==> src/rtl/fcu_pkg.sv <==
// Package with the field layout, defaults and register map of the flagged cell unpacker.
`timescale 1ns / 1ps
`default_nettype none

package fcu_pkg;

   localparam int unsigned FIELD_COUNT = 5;
   localparam int unsigned BYTE_W      = 8;
   localparam int unsigned COUNT_W     = 16;
   localparam int unsigned ADDR_W      = 3;

   typedef logic [FIELD_COUNT-1:0]             flags_type;
   typedef logic [FIELD_COUNT-1:0][BYTE_W-1:0] cell_type;
   typedef logic [COUNT_W-1:0]                 count_type;

   // Only the low five bits of a flag byte select fields.
   localparam flags_type FLAG_MASK = 5'h1F;

   // Field 0 is the instrument and sits in the lowest byte.
   localparam cell_type CELL_DEFAULT = {8'hFF, 8'h00, 8'h00, 8'hFF, 8'h00};

   localparam count_type CELLS_RESET = 16'd256;

   typedef enum logic {
      REG_CELLS_PER_PATTERN = 1'b0,
      REG_UNUSED            = 1'b1
   } reg_index_type;

endpackage

`default_nettype wire

==> src/rtl/flagged_cell_unpacker.sv <==
// A cell appears on rsp in the cycle after the beat that completes it.
// Throughput: one stream byte per cycle; the single output register lets a new
// byte in whenever it is empty or being drained in the same cycle.
// Reset (synchronous, active high) clears the field tracking and cell counter,
// empties the output register and sets cells_per_pattern to 256.
// Pattern data registers need no reset; a flag byte always reloads them.
`timescale 1ns / 1ps
`default_nettype none

module flagged_cell_unpacker
   import fcu_pkg::*;
(
   input  wire logic                clock,
   input  wire logic                reset,
   // Stream bytes in.
   input  wire logic                req_tvalid,
   output logic                     req_tready,
   input  wire logic [7:0]          req_tdata,   // [7:0] stream_byte
   // Unpacked cells out.
   output logic                     rsp_tvalid,
   input  wire logic                rsp_tready,
   // [7:0] instrument, [15:8] note_value, [23:16] effect_code,
   // [31:24] effect_arg, [39:32] volume
   output logic [39:0]              rsp_tdata,
   output logic                     rsp_tlast,   // last_cell
   // Register port.
   input  wire logic                csr_psel,
   input  wire logic                csr_penable,
   input  wire logic                csr_pwrite,
   input  wire logic [ADDR_W-1:0]   csr_paddr,
   input  wire logic [31:0]         csr_pwdata,
   output logic [31:0]              csr_prdata,
   output logic                     csr_pready
);

   flags_type     pending_ff, pending_in;
   cell_type      fields_ff, fields_in;
   count_type     count_ff, count_in;
   count_type     cells_ff;
   logic          out_valid_ff, out_valid_in;
   cell_type      out_cell_ff;
   logic          out_last_ff;
   logic          accept;
   logic          emit;
   logic          last;
   flags_type     low_pick;
   logic [COUNT_W:0] count_next;
   reg_index_type reg_index;

   assign csr_pready = 1'b1;
   assign reg_index  = reg_index_type'(csr_paddr[ADDR_W-1]);

   always_ff @(posedge clock) begin
      if (reset) begin
         cells_ff <= CELLS_RESET;
      end else if (csr_psel && csr_penable && csr_pwrite &&
                   reg_index == REG_CELLS_PER_PATTERN) begin
         cells_ff <= csr_pwdata[COUNT_W-1:0];
      end
   end

   always_comb begin
      case (reg_index)
         REG_CELLS_PER_PATTERN: csr_prdata = {{(32-COUNT_W){1'b0}}, cells_ff};
         default:               csr_prdata = '0;
      endcase
   end

   assign req_tready = !out_valid_ff || rsp_tready;
   assign accept     = req_tvalid && req_tready;

   // The lowest pending field takes the byte.
   assign low_pick = pending_ff & (~pending_ff + flags_type'(1));

   always_comb begin
      fields_in  = fields_ff;
      pending_in = pending_ff;
      if (pending_ff == '0) begin
         fields_in  = CELL_DEFAULT;
         pending_in = req_tdata[FIELD_COUNT-1:0] & FLAG_MASK;
      end else begin
         for (int i = 0; i < FIELD_COUNT; i++) begin
            if (low_pick[i]) begin
               fields_in[i] = req_tdata;
            end
         end
         pending_in = pending_ff & ~low_pick;
      end
      emit = (pending_in == '0);
   end

   // A pattern size of zero, or one lowered below the count, ends the pattern now.
   assign count_next = {1'b0, count_ff} + {{COUNT_W{1'b0}}, 1'b1};
   assign last       = count_next >= {1'b0, cells_ff};
   assign count_in   = last ? '0 : count_next[COUNT_W-1:0];

   always_comb begin
      out_valid_in = out_valid_ff;
      if (accept && emit) begin
         out_valid_in = 1'b1;
      end else if (rsp_tready) begin
         out_valid_in = 1'b0;
      end
   end

   always_ff @(posedge clock) begin
      if (reset) begin
         pending_ff   <= '0;
         count_ff     <= '0;
         out_valid_ff <= 1'b0;
      end else begin
         out_valid_ff <= out_valid_in;
         if (accept) begin
            pending_ff <= pending_in;
            if (emit) begin
               count_ff <= count_in;
            end
         end
      end
   end

   always_ff @(posedge clock) begin
      if (accept) begin
         fields_ff <= fields_in;
         if (emit) begin
            out_cell_ff <= fields_in;
            out_last_ff <= last;
         end
      end
   end

   assign rsp_tvalid = out_valid_ff;
   assign rsp_tdata  = out_cell_ff;
   assign rsp_tlast  = out_last_ff;

`ifndef ASSERT_OFF
   // A waiting last cell means the counter has already wrapped.
   a_last_wraps: assert property (@(posedge clock) disable iff (reset)
      rsp_tvalid && rsp_tlast |-> count_ff == '0)
      else $error("last cell shown but cell counter not wrapped");

   // A flag byte with no field bits produces a cell on the next cycle.
   a_empty_flag_emits: assert property (@(posedge clock) disable iff (reset)
      accept && pending_ff == '0 && (req_tdata[FIELD_COUNT-1:0] & FLAG_MASK) == '0
      |=> rsp_tvalid)
      else $error("empty flag byte did not produce a cell");

   // The byte for the final pending field completes the cell.
   a_final_field_emits: assert property (@(posedge clock) disable iff (reset)
      accept && $onehot(pending_ff) |=> rsp_tvalid && pending_ff == '0)
      else $error("final field byte did not complete the cell");
`endif

endmodule

`default_nettype wire
==> config.mk <==
export PLATFORM = sky130hd
export DESIGN_NAME = flagged_cell_unpacker
export DESIGN_NICKNAME = d
export VERILOG_FILES = /design/src/rtl/fcu_pkg.sv /design/src/rtl/flagged_cell_unpacker.sv
export SDC_FILE = /design/constraint.sdc
export NUM_CORES = 1
export LEC_CHECK = 0
export BUFFER_PORTS_ARGS = -buffer_cell sky130_fd_sc_hd__clkbuf_2
export CAP_MARGIN = 30
export CORE_MARGIN = 3
export CORE_UTILIZATION = 40
export DETAILED_ROUTE_END_ITERATION = 16
export GPL_TIMING_DRIVEN = 0
export PLACE_DENSITY = 0.76
export SLEW_MARGIN = 20
export SYNTH_ARGS = -nofsm -noshare
export SYNTH_HDL_FRONTEND = slang
export SYNTH_SLANG_ARGS = --single-unit
==> constraint.sdc <==
create_clock -name clock -period 3.2 [get_ports clock]
set_clock_uncertainty 0.1 [all_clocks]
set_input_delay 0.64 -clock clock [delete_from_list [all_inputs] [get_ports clock]]
set_output_delay 0.64 -clock clock [all_outputs]
set_load 0.02 [all_outputs]
==> results of run 1 <==
state kept, by name, summed over array words and instances, names as in the netlist:
name and flops:
cells_ff 16, count_ff 16, fields_ff 40, pending_ff 5, rsp_tdata 40, rsp_tlast 1
rsp_tvalid 1
synthesized netlist by cell type, drive strengths merged (7+ instances only):
cell    count
buf        23
nor2b       7
nor2       43
a31oi      12
clkbuf     23
nand2     102
o211ai      9
edfxtp     81
xor2        8
nand3      18
a21oi      52
nor3        8
mux2i       8
dfxtp      38
ha         17
inv        29
o21ai       9
kinds of logic after synthesis:
group	Yosys count
other	2
buffers and inverters	76
adders and majority gates	18
muxes	8
and+or+nand+nor	208
AOI/OAI and AO/OA	91
xor gates and xnor gates	14
DFF	119
metrics by stage:
| step | power, mW | hold slack, ns | instance area, sq um | setup slack, ns |
|---|---|---|---|---|
| after detailed placement | 2.57 | 0.347 | 6200 | -0.459 |
| after global placement | 2.55 | 0.343 | 6200 | -0.493 |
| after floorplan | 2.36 | 0.336 | 5540 | 0.145 |
| after global routing | 4.63 | 0.346 | 6910 | -0.0244 |
| after CTS | 4.47 | 0.318 | 6820 | 0.00141 |
| final | 4.45 | 0.337 | 6910 | 0.175 |
critical path, cell delays in order, from the launching register on:
cell and delay (ns):
dfxtp_4 0.39, ha_4 0.17, nand4_1 0.21, nor2_2 0.22, and3_1 0.22, xor2_2 0.20
ha_1 0.28, nand4_1 0.10, nor4_1 0.07, a221oi_1 0.26, o2111a_2 0.28, buf_4 0.18
nand3_1 0.09, a21oi_1 0.18
path summary, 6_finish.rpt:
kind                                    start            to  slack (ns)  cells after the start
worst max-delay path              count_ff[0]  count_ff[10]        0.17                     13
worst min-delay path            csr_pwdata[8]   cells_ff[8]        0.34                      2
worst max register to register    count_ff[0]  count_ff[10]        0.17                     13
worst min register to register    cells_ff[9]   cells_ff[9]        0.35                      2
power by group through the flow:
stage	clock network, mW	registers, mW	logic [mW]
2_1_floorplan	0	2.00	0.357
6_report	1.89	1.90	0.660
3_3_place_gp	0	1.92	0.630
5_1_grt	1.99	1.91	0.728
4_1_cts	1.92	1.90	0.650
3_5_place_dp	0	1.93	0.640
what timing repair did:
action	4_1_cts	5_1_grt
buffers inserted	1	3
pin swaps	1	7
endpoints found under the setup margin	17	17
gates resized for setup	10	18
endpoints found under the hold margin	0	0
area by class of cell:
cell class	count	area, sq um	share of cell area, %
Sequential cell	119	3210	46.4
Multi-Input combinational cell	356	2040	29.5
Timing Repair Buffer	93	490	7.10
Clock buffer	19	433	6.26
Buffer	43	250	3.62
Tap cell	176	220	3.19
Clock inverter	13	154	2.23
Inverter	30	114	1.65
layer usage:
layer	vias up	track usage (%)
li1	2094	-
met1	2043	21.1
met2	146	28.3
met3	21	4.62
met4	0	6.85
met5	-	0
==> results by group, run 1 <==
CTS
  • Clk_lat worst skew: 0.41 ns
  • H-tree levels: 4
  • # hold bufs at CTS: 0
  • Clk sink count: 119
  • Clock-pin slew on the worst setup and hold paths: 0.06 ns
  • Clk root buf: clkbuf_16
  • CTS max path bufs: 2
  • CTS tree: built
  • CTS Buf Count: 17

Worst setup path
  • Worst Path Required: 3.44 ns
  • Crit path DAT: 3.26 ns
  • CP Capture Type: flip-flop
  • Worst Setup Path Type: flip-flop to flip-flop
  • Max FO, Critical Path: 10
  • CP Launch Type: flip-flop

Drt
  • First-pass iteration count of the detailed router: 4
  • Residual DRC count: 0
  • Top Layer Used: met4
  • Met2 WL: 6180 um
  • Routed wire per std cell: 14.7 um
  • Routed Wire Length: 12500 um
  • Post-route ant nets: 0
  • Routed via count: 4304
  • M1 WL: 5270 um
  • Vias per cell: 5.07
  • Met3 routed WL: 810 um
  • DR iter-0 viols: 386

Timing
  • Slew headroom: 46.9%
  • Post-Route Setup TNS: 0 ns
  • Clock period minus worst slack: 3.03 ns
  • Setup violators final: 0
  • Final Hold Vio Count: 0
  • Final critical-path share of the clock period: 94.5%
  • Least-Margin Pin Slew: 0.796 ns
  • Highest Clock Rate: 331 MHz
  • Max Transition Viols Final: 0

Cells and area
  • Layout fillers: 1169
  • Commonest non-fill, non-tap cell in the layout: nand2_1
  • Non-filler instance count after layout: 849
  • Final Util: 52.0%
  • Commonest non-fill, non-tap cells in the layout: nand2_1 (102), clkbuf_2 (88), edfxtp_1 (81), a21oi_1 (52), nor2_1 (42)
  • Diodes inserted: 0
  • Layout Area Growth over Synthesis: 26.2%
  • Nets: 727
  • Share of cells above drive strength 1: 24.7%

Placed design
  • # port buffers: 88
  • GPL Wtd Cong: 0.842
  • Final HPWL DP: 8470 um
  • Placed cells: 815

Pwr
  • PwrDens: 643 nW/um^2
  • Clock Power Share: 42.5%
  • Flop pwr share: 42.7%
  • Int Pwr: 3.26 mW
  • Max VDD drop: 366 uV
  • Leakage: 2.71 nW
  • Sw Ratio: 26.6%
  • Sw power: 1.18 mW
  • Logic pwr share: 14.8%

Synth
  • Simple-gate portion of the synthesized area: 17.2%
  • Cell area after synthesis: 5480 sq um
  • Mux contribution to synthesized area: 1.46%
  • Seq cells post-synth: 119
  • XOR/XNOR share of the synthesized area: 2.24%
  • Compound-cell area share of the yosys netlist: 9.94%
  • Adder-cell share of the synthesized area: 4.07%
  • Number of distinct library cells after synthesis: 50
  • Post-synth top area share: 44.4%
  • Mapped Cells: 536
  • Dominant cell type by area after synthesis: edfxtp_1
  • Primary FF master, synth: edfxtp_1
  • Asr flop ratio synth: 0%
  • YS warnings: 0
  • Largest cells by area after synthesis: edfxtp_1 (44%), dfxtp_1 (14%), nand2_1 (7.0%)
  • Avg Inst Size Synth: 10.2 sq um
  • Main combinational cell family by area after synthesis: simple AND/OR/NAND/NOR gates
  • EDFF count, synth: 81
  • Seq/Total Area, Yosys: 58.3%

Flow run
  • Max_cap viols: 0

Min path
  • HP Class: input port to flip-flop

Global routing
  • First-pass GRT wire length: 19700 um
  • Total gr overflow: 0
  • Vias in the first global route: 3904
  • Antenna violations before repair: 0
  • Largest net degree at the start of global routing: 48
  • Total GRT Usage: 17.0%

Floorplan
  • Die Width: 123 um
  • Initial Utilization: 41.2%
  • Core area: 13300 sq um
  • Rows: 42
  • Io pins: 126
  • Die Y: 123 um
  • Die Area: 15100 sq um

Status
  • Status: finished, final reports clean
Power figures use the tool's default switching activity.
==> run 2: changes to the inputs <==
--- a/config.mk
+++ b/config.mk
@@ -5,8 +5,9 @@
 export SDC_FILE = /design/constraint.sdc
 export NUM_CORES = 1
 export LEC_CHECK = 0
+export ABC_AREA = 1
 export BUFFER_PORTS_ARGS = -buffer_cell sky130_fd_sc_hd__clkbuf_2
-export CAP_MARGIN = 30
+export CAP_MARGIN = 20
 export CORE_MARGIN = 3
 export CORE_UTILIZATION = 40
 export DETAILED_ROUTE_END_ITERATION = 16
==> constraint.sdc (replaced) <==
create_clock -name clock -period 3.2 [get_ports clock]
set_clock_uncertainty 0.1 [all_clocks]
set_input_delay 0.16 -clock clock [delete_from_list [all_inputs] [get_ports clock]]
set_output_delay 0.16 -clock clock [all_outputs]
set_load 0.02 [all_outputs]
==> results by group, run 2 <==
Status
  • Status: finished, final reports clean

Synth
  • XOR/XNOR share of the synthesized area: 2.23%
  • Simple-gate portion of the synthesized area: 15.0%
  • Mux contribution to synthesized area: 0%
  • Dominant cell type by area after synthesis: edfxtp_1
  • Cell area after synthesis: 5510 sq um
  • YS warnings: 0
  • EDFF count, synth: 81
  • Main combinational cell family by area after synthesis: simple AND/OR/NAND/NOR gates
  • Compound-cell area share of the yosys netlist: 11.9%
  • Post-synth top area share: 44.2%
  • Asr flop ratio synth: 0%
  • Most common cell in the synthesized netlist: nand2_1
  • Avg Inst Size Synth: 9.46 sq um
  • Adder-cell share of the synthesized area: 3.86%
  • Seq cells post-synth: 119
  • Mapped Cells: 582
  • Number of distinct library cells after synthesis: 27
  • Primary FF master, synth: edfxtp_1
  • Seq/Total Area, Yosys: 58.0%
  • Largest cells by area after synthesis: edfxtp_1 (44%), dfxtp_1 (14%), nand2_1 (6.8%)
  • Synth top cells by count: nand2_1 (100), edfxtp_1 (81), a21oi_1 (66), inv_1 (66), nor2_1 (66)

Timing
  • Highest Clock Rate: 339 MHz
  • Max Transition Viols Final: 0
  • Clock period minus worst slack: 2.95 ns
  • Setup violators final: 0
  • Final Hold Vio Count: 0
  • Final critical-path share of the clock period: 92.2%
  • Least-Margin Pin Slew: 0.628 ns
  • WHS: 0.0550 ns
  • Slew headroom: 58.1%

Drt
  • Post-route ant nets: 0
  • Residual DRC count: 0
  • Routed via count: 4383
  • DR iter-0 viols: 285
  • Routed Wire Length: 12500 um
  • Vias per cell: 4.80
  • First-pass iteration count of the detailed router: 5
  • Routed wire per std cell: 13.7 um

CTS
  • CTS max path bufs: 2
  • Setup bufs post-CTS: 0
  • CTS Buf Count: 17
  • Clock-pin slew on the worst setup and hold paths: 0.06 ns
  • Clk root buf: clkbuf_16
  • Clk sink count: 119
  • Clk_lat worst skew: 0.41 ns
  • H-tree levels: 4
  • CTS tree: built

Pwr
  • Sw Ratio: 28.6%
  • Flop pwr share: 41.0%
  • Sw power: 1.36 mW
  • Clock Power Share: 40.4%
  • PnR Total Power: 4.76 mW
  • Int Pwr: 3.40 mW
  • Leakage: 3.10 nW
  • PwrDens: 675 nW/um^2
  • Logic pwr share: 18.6%
  • Max VDD drop: 369 uV

Worst setup path
  • Worst Setup Path Type: flip-flop to flip-flop
  • Reg-to-reg slack, setup: 0.25 ns
  • FF-to-FF Start: count_ff[0]
  • Critical Path, Cell by Cell: ha_1 > nand3_1 > inv_1 > nand2_1 > nor2_2 > nand3_1 > xor2_1 > inv_1 > ha_1 > nand2_1 > nor2_1 > nand2_1 > nor2_1 > o21ai_2 > nand3_2 > nor2_1 > nor2_1 > nor2_1
  • Worst-case reg-to-reg path depth: 18
  • CP Launch Type: flip-flop
  • Slowest stage delay, CP: 0.40 ns
  • Worst Path Required: 3.40 ns
  • Reg-to-Reg End: count_ff[4]
  • CP Capture Type: flip-flop
  • CP max stage cell: dfxtp_1
  • Largest delay share family, worst path: simple AND/OR/NAND/NOR gates
  • Max FO, Critical Path: 7
  • Cell repeated most along the worst path: nor2_1
  • Crit path DAT: 3.15 ns
  • Worst Path Buf+Inv: 2

Cells and area
  • Diodes inserted: 0
  • Layout fillers: 1195
  • Non-filler instance count after layout: 913
  • Commonest non-fill, non-tap cells in the layout: nand2_1 (100), clkbuf_2 (89), edfxtp_1 (81), a21oi_1 (66)
  • Nets: 791
  • Share of cells above drive strength 1: 21.2%
  • Post-route cell area: 7050 sq um
  • Commonest non-fill, non-tap cell in the layout: nand2_1
  • Layout Area Growth over Synthesis: 28.1%

Floorplan
  • Die Y: 123 um
  • Core area: 13300 sq um
  • Rows: 42
  • Initial Utilization: 41.2%
  • Io pins: 126
  • Die Width: 123 um
  • Die Area: 15200 sq um

Global routing
  • Total GRT Usage: 16.6%
  • Antenna violations before repair: 0
  • First-pass GRT wire length: 19600 um
  • Vias in the first global route: 4080
  • Largest net degree at the start of global routing: 51
  • Total gr overflow: 0

Placed design
  • Final HPWL DP: 8680 um
  • Placed cells: 863
  • GPL Wtd Cong: 0.838
  • Post-DP Area: 6250 sq um
  • # port buffers: 89

Flow run
  • Max_cap viols: 0

Min path
  • Hold EP: cells_ff[8]
  • Worst hold stages: 3
  • Hold_sp: csr_penable
  • HP Class: input port to flip-flop
-- run 2: cell count changes after synthesis, sizes merged, moves of 4 or more --
cell,before,now
nor3,8,0
nand4,6,11
nor4,5,0
a21oi,52,66
clkbuf,23,15
nor2,43,67
inv,29,68
a31oi,12,0
nor3b,4,0
o21ai,9,43
mux2i,8,0
nor2b,7,0
-- run 2: kinds of logic after synthesis --
family          count (synthesis)
fa+ha+maj                      17
buf+inv                       107
other cells                     2
flops                         119
simple gates                  200
compound gates                123
xor+xnor                       14
-- run 2: worst reg2reg max path: stages (launching register included) --
cell	delay, ns
dfxtp_1	0.40
ha_1	0.21
nand3_1	0.14
inv_1	0.08
nand2_1	0.13
nor2_2	0.15
nand3_1	0.10
xor2_1	0.19
inv_1	0.08
ha_1	0.30
nand2_1	0.07
nor2_1	0.14
nand2_1	0.07
nor2_1	0.17
o21ai_2	0.10
nand3_2	0.18
nor2_1	0.06
nor2_1	0.11
nor2_1	0.05
-- run 2: final cells by class --
| type | instances | area (sq um) | area share, % |
|---|---|---|---|
| buffer | 39 | 243 | 3.44 |
| timing repair buffer | 108 | 653 | 9.26 |
| clock inverter | 15 | 176 | 2.50 |
| inverter | 68 | 255 | 3.62 |
| sequential | 119 | 3190 | 45.3 |
| multi-input combinational | 371 | 1890 | 26.8 |
| tap | 176 | 220 | 3.12 |
| clock buffer | 17 | 425 | 6.03 |
-- run 2: how the worst max path moves through the flow --
stage               depth (start not counted)           end   startpoint  slack [ns]
finish                                     18   count_ff[4]  count_ff[0]        0.25
global route                               18   count_ff[9]  count_ff[0]       -0.04
detailed placement                         17   count_ff[5]  count_ff[0]        0.10
global placement                           17  count_ff[12]  count_ff[0]        0.14
floorplan                                  17  count_ff[12]  count_ff[0]        0.58
CTS                                        15   count_ff[5]  count_ff[0]        0.03
-- run 2: power groups by stage --
stage	combinational [mW]	sequential, mW	clock [mW]
final	0.886	1.95	1.92
after floorplan	0.543	2.03	0
after CTS	0.873	1.95	1.95
after global routing	0.991	1.97	2.02
after global placement	0.821	1.98	0
after detailed placement	0.851	1.98	0
-- run 2: what timing repair did --
| item | in CTS | in global routing |
|---|---|---|
| setup endpoints to repair | 0 | 17 |
| gates resized for setup | 0 | 8 |
| hold buffers | 18 | 0 |
| endpoints found under the hold margin | 20 | 0 |
-- run 2: per-layer routing --
| metal | vias to the layer above | track usage, % | part of all wire (%) |
|---|---|---|---|
| met4 | 0 | 5.88 | 1.4 |
| met2 | 129 | 27.7 | 50 |
| met3 | 15 | 4.76 | 5.5 |
| met5 | - | 0 | 0 |
| li1 | 2211 | - | - |
| met1 | 2028 | 20.7 | 43 |
-- run 2: through the flow --
step	setup slack [ns]	TNS (ns)	utilization [%]
finish	0.251	0	52.8
global route	-0.0401	-0.118	52.8
CTS	0.0330	0	52.7
detailed placement	0.100	0	46.9
global placement	0.141	0	46.7
floorplan	0.578	0	-
==> run 3: changes to the inputs <==
--- a/config.mk
+++ b/config.mk
@@ -5,7 +5,6 @@
 export SDC_FILE = /design/constraint.sdc
 export NUM_CORES = 1
 export LEC_CHECK = 0
-export ABC_AREA = 1
 export BUFFER_PORTS_ARGS = -buffer_cell sky130_fd_sc_hd__clkbuf_2
 export CAP_MARGIN = 20
 export CORE_MARGIN = 3
@@ -13,6 +12,7 @@
 export DETAILED_ROUTE_END_ITERATION = 16
 export GPL_TIMING_DRIVEN = 0
 export PLACE_DENSITY = 0.76
+export SKIP_LAST_GASP = 1
 export SLEW_MARGIN = 20
 export SYNTH_ARGS = -nofsm -noshare
 export SYNTH_HDL_FRONTEND = slang
==> results by group, run 3 (same netlist as run 1, synthesis figures left out) <==
Cells and area
  • Commonest non-fill, non-tap cells in the layout: nand2_1 (100), clkbuf_2 (88), edfxtp_1 (81), a21oi_1 (50), nor2_1 (42)
  • Layout Area Growth over Synthesis: 31.5%
  • Share of cells above drive strength 1: 26.7%
  • Diodes inserted: 0
  • Flip-flop and latch area: 3200 sq um
  • Commonest non-fill, non-tap cell in the layout: nand2_1
  • Layout fillers: 1122
  • Multi-input logic area: 2080 sq um
  • Nets: 751
  • Non-filler instance count after layout: 873

Floorplan
  • Rows: 42
  • Initial Utilization: 41.2%
  • Core area: 13300 sq um
  • Io pins: 126
  • Die Y: 123 um
  • Die Width: 123 um
  • Die Area: 15100 sq um

Timing
  • Setup violators final: 0
  • Final critical-path share of the clock period: 99.8%
  • Max Transition Viols Final: 0
  • Highest Clock Rate: 313 MHz
  • RSZ-0062 raised after global routing: yes
  • Slew headroom: 28.0%
  • Clock period minus worst slack: 3.20 ns
  • Final Hold Vio Count: 0
  • Post-Route Setup TNS: 0 ns
  • Least-Margin Pin Slew: 1.08 ns

Min path
  • HP Class: input port to flip-flop

CTS
  • Clk sink count: 119
  • H-tree levels: 4
  • Clk root buf: clkbuf_16
  • CTS max path bufs: 2
  • CTS Buf Count: 17
  • CTS tree: built
  • Clk_lat worst skew: 0.42 ns
  • Clock-pin slew on the worst setup and hold paths: 0.06 ns

Drt
  • Routed Wire Length: 13200 um
  • M1 WL: 5380 um
  • First-pass iteration count of the detailed router: 5
  • Post-route ant nets: 0
  • Met2 WL: 6640 um
  • Vias per cell: 5.04
  • Routed via count: 4398
  • Residual DRC count: 0
  • Met3 routed WL: 932 um
  • Routed wire per std cell: 15.1 um
  • Top Layer Used: met4
  • DR iter-0 viols: 384

Placed design
  • Final HPWL DP: 8750 um
  • Placed cells: 816
  • GPL Wtd Cong: 0.846
  • # port buffers: 88

Global routing
  • Total gr overflow: 0
  • Vias in the first global route: 3983
  • Antenna violations before repair: 0
  • First-pass GRT wire length: 20400 um
  • Total GRT Usage: 17.7%
  • Largest net degree at the start of global routing: 48

Pwr
  • Max VDD drop: 357 uV
  • PwrDens: 634 nW/um^2
  • Leakage: 2.85 nW

Worst setup path
  • Crit path DAT: 3.38 ns
  • Worst Path Required: 3.38 ns
  • CP Launch Type: flip-flop
  • CP Capture Type: flip-flop
  • Worst Setup Path Type: flip-flop to flip-flop
  • Max FO, Critical Path: 5

Status
  • Status: finished, final reports clean

Flow run
  • Max_cap viols: 0
-- run 3: cell types whose count changed in the layout (fill, tap and decap cells not counted), sizes merged, moves of 10 or more --
cell / previous run / this run
a31oi: 0 / 12
a21oi: 66 / 52
o21ai: 43 / 9
inv: 71 / 36
buf: 25 / 35
nor2: 67 / 43
-- run 3: path summary, 6_finish.rpt --
kind,cells after the start,end,startpoint,slack [ns]
max,13,count_ff[2],count_ff[1],0.005
min,3,pending_ff[0],req_tdata[0],0.04
min reg2reg,2,cells_ff[9],cells_ff[9],0.35
max reg2reg,13,count_ff[2],count_ff[1],0.005
-- run 3: layout make-up --
type / count / area share (%)
Timing Repair Buffer: 117 / 9.99
Buffer: 43 / 3.53
Sequential cell: 119 / 44.5
Tap cell: 176 / 3.06
Clock buffer: 17 / 5.91
Multi-Input combinational cell: 356 / 28.8
Clock inverter: 15 / 2.64
Inverter: 30 / 1.58
-- run 3: through the flow --
step	total power [mW]	hold WS, ns	setup WS (ns)	util (%)	area, sq um
6_report	4.57	0.0398	0.00496	54.2	7200
5_1_grt	4.75	0.0433	-0.122	54.2	7200
4_1_cts	4.58	0.00657	0.0134	52.9	7030
3_5_place_dp	2.58	0.267	-0.488	46.8	6220
3_3_place_gp	2.56	0.268	-0.618	46.6	6190
2_1_floorplan	2.36	0.178	0.0292	-	5530
-- run 3: worst max-delay path, stage by stage, from the launching register on --
cell and delay [ns]:
dfxtp_2 0.38, ha_4 0.17, nand4_1 0.20, nor3_2 0.31
nand4_1 0.20, xnor2_1 0.19, ha_1 0.30, nand4_1 0.10
buf_4 0.14, or2_2 0.27, o2111a_2 0.34, buf_4 0.19
o21ai_0 0.07, a21oi_1 0.08
-- run 3: where the power goes --
group	switching [mW]	internal, mW	total [mW]
combinational	0.474	0.220	0.694
clock	0.731	1.24	1.97
sequential	0.0541	1.85	1.90
total	1.26	3.31	4.57
-- run 3: routing by layer --
layer	up-vias	track usage, %
met3	21	5.44
li1	2139	-
met5	-	0
met4	0	5.88
met2	156	29.7
met1	2082	21.7
-- run 3: what timing repair did --
action                     in CTS  in global routing
hold buffers                   18                  0
buffers inserted                0                  8
hold endpoints to repair       18                  0
gates resized for setup        11                 35
setup endpoints to repair      17                 17
gates cloned                    0                  2
pin swaps                       2                 25
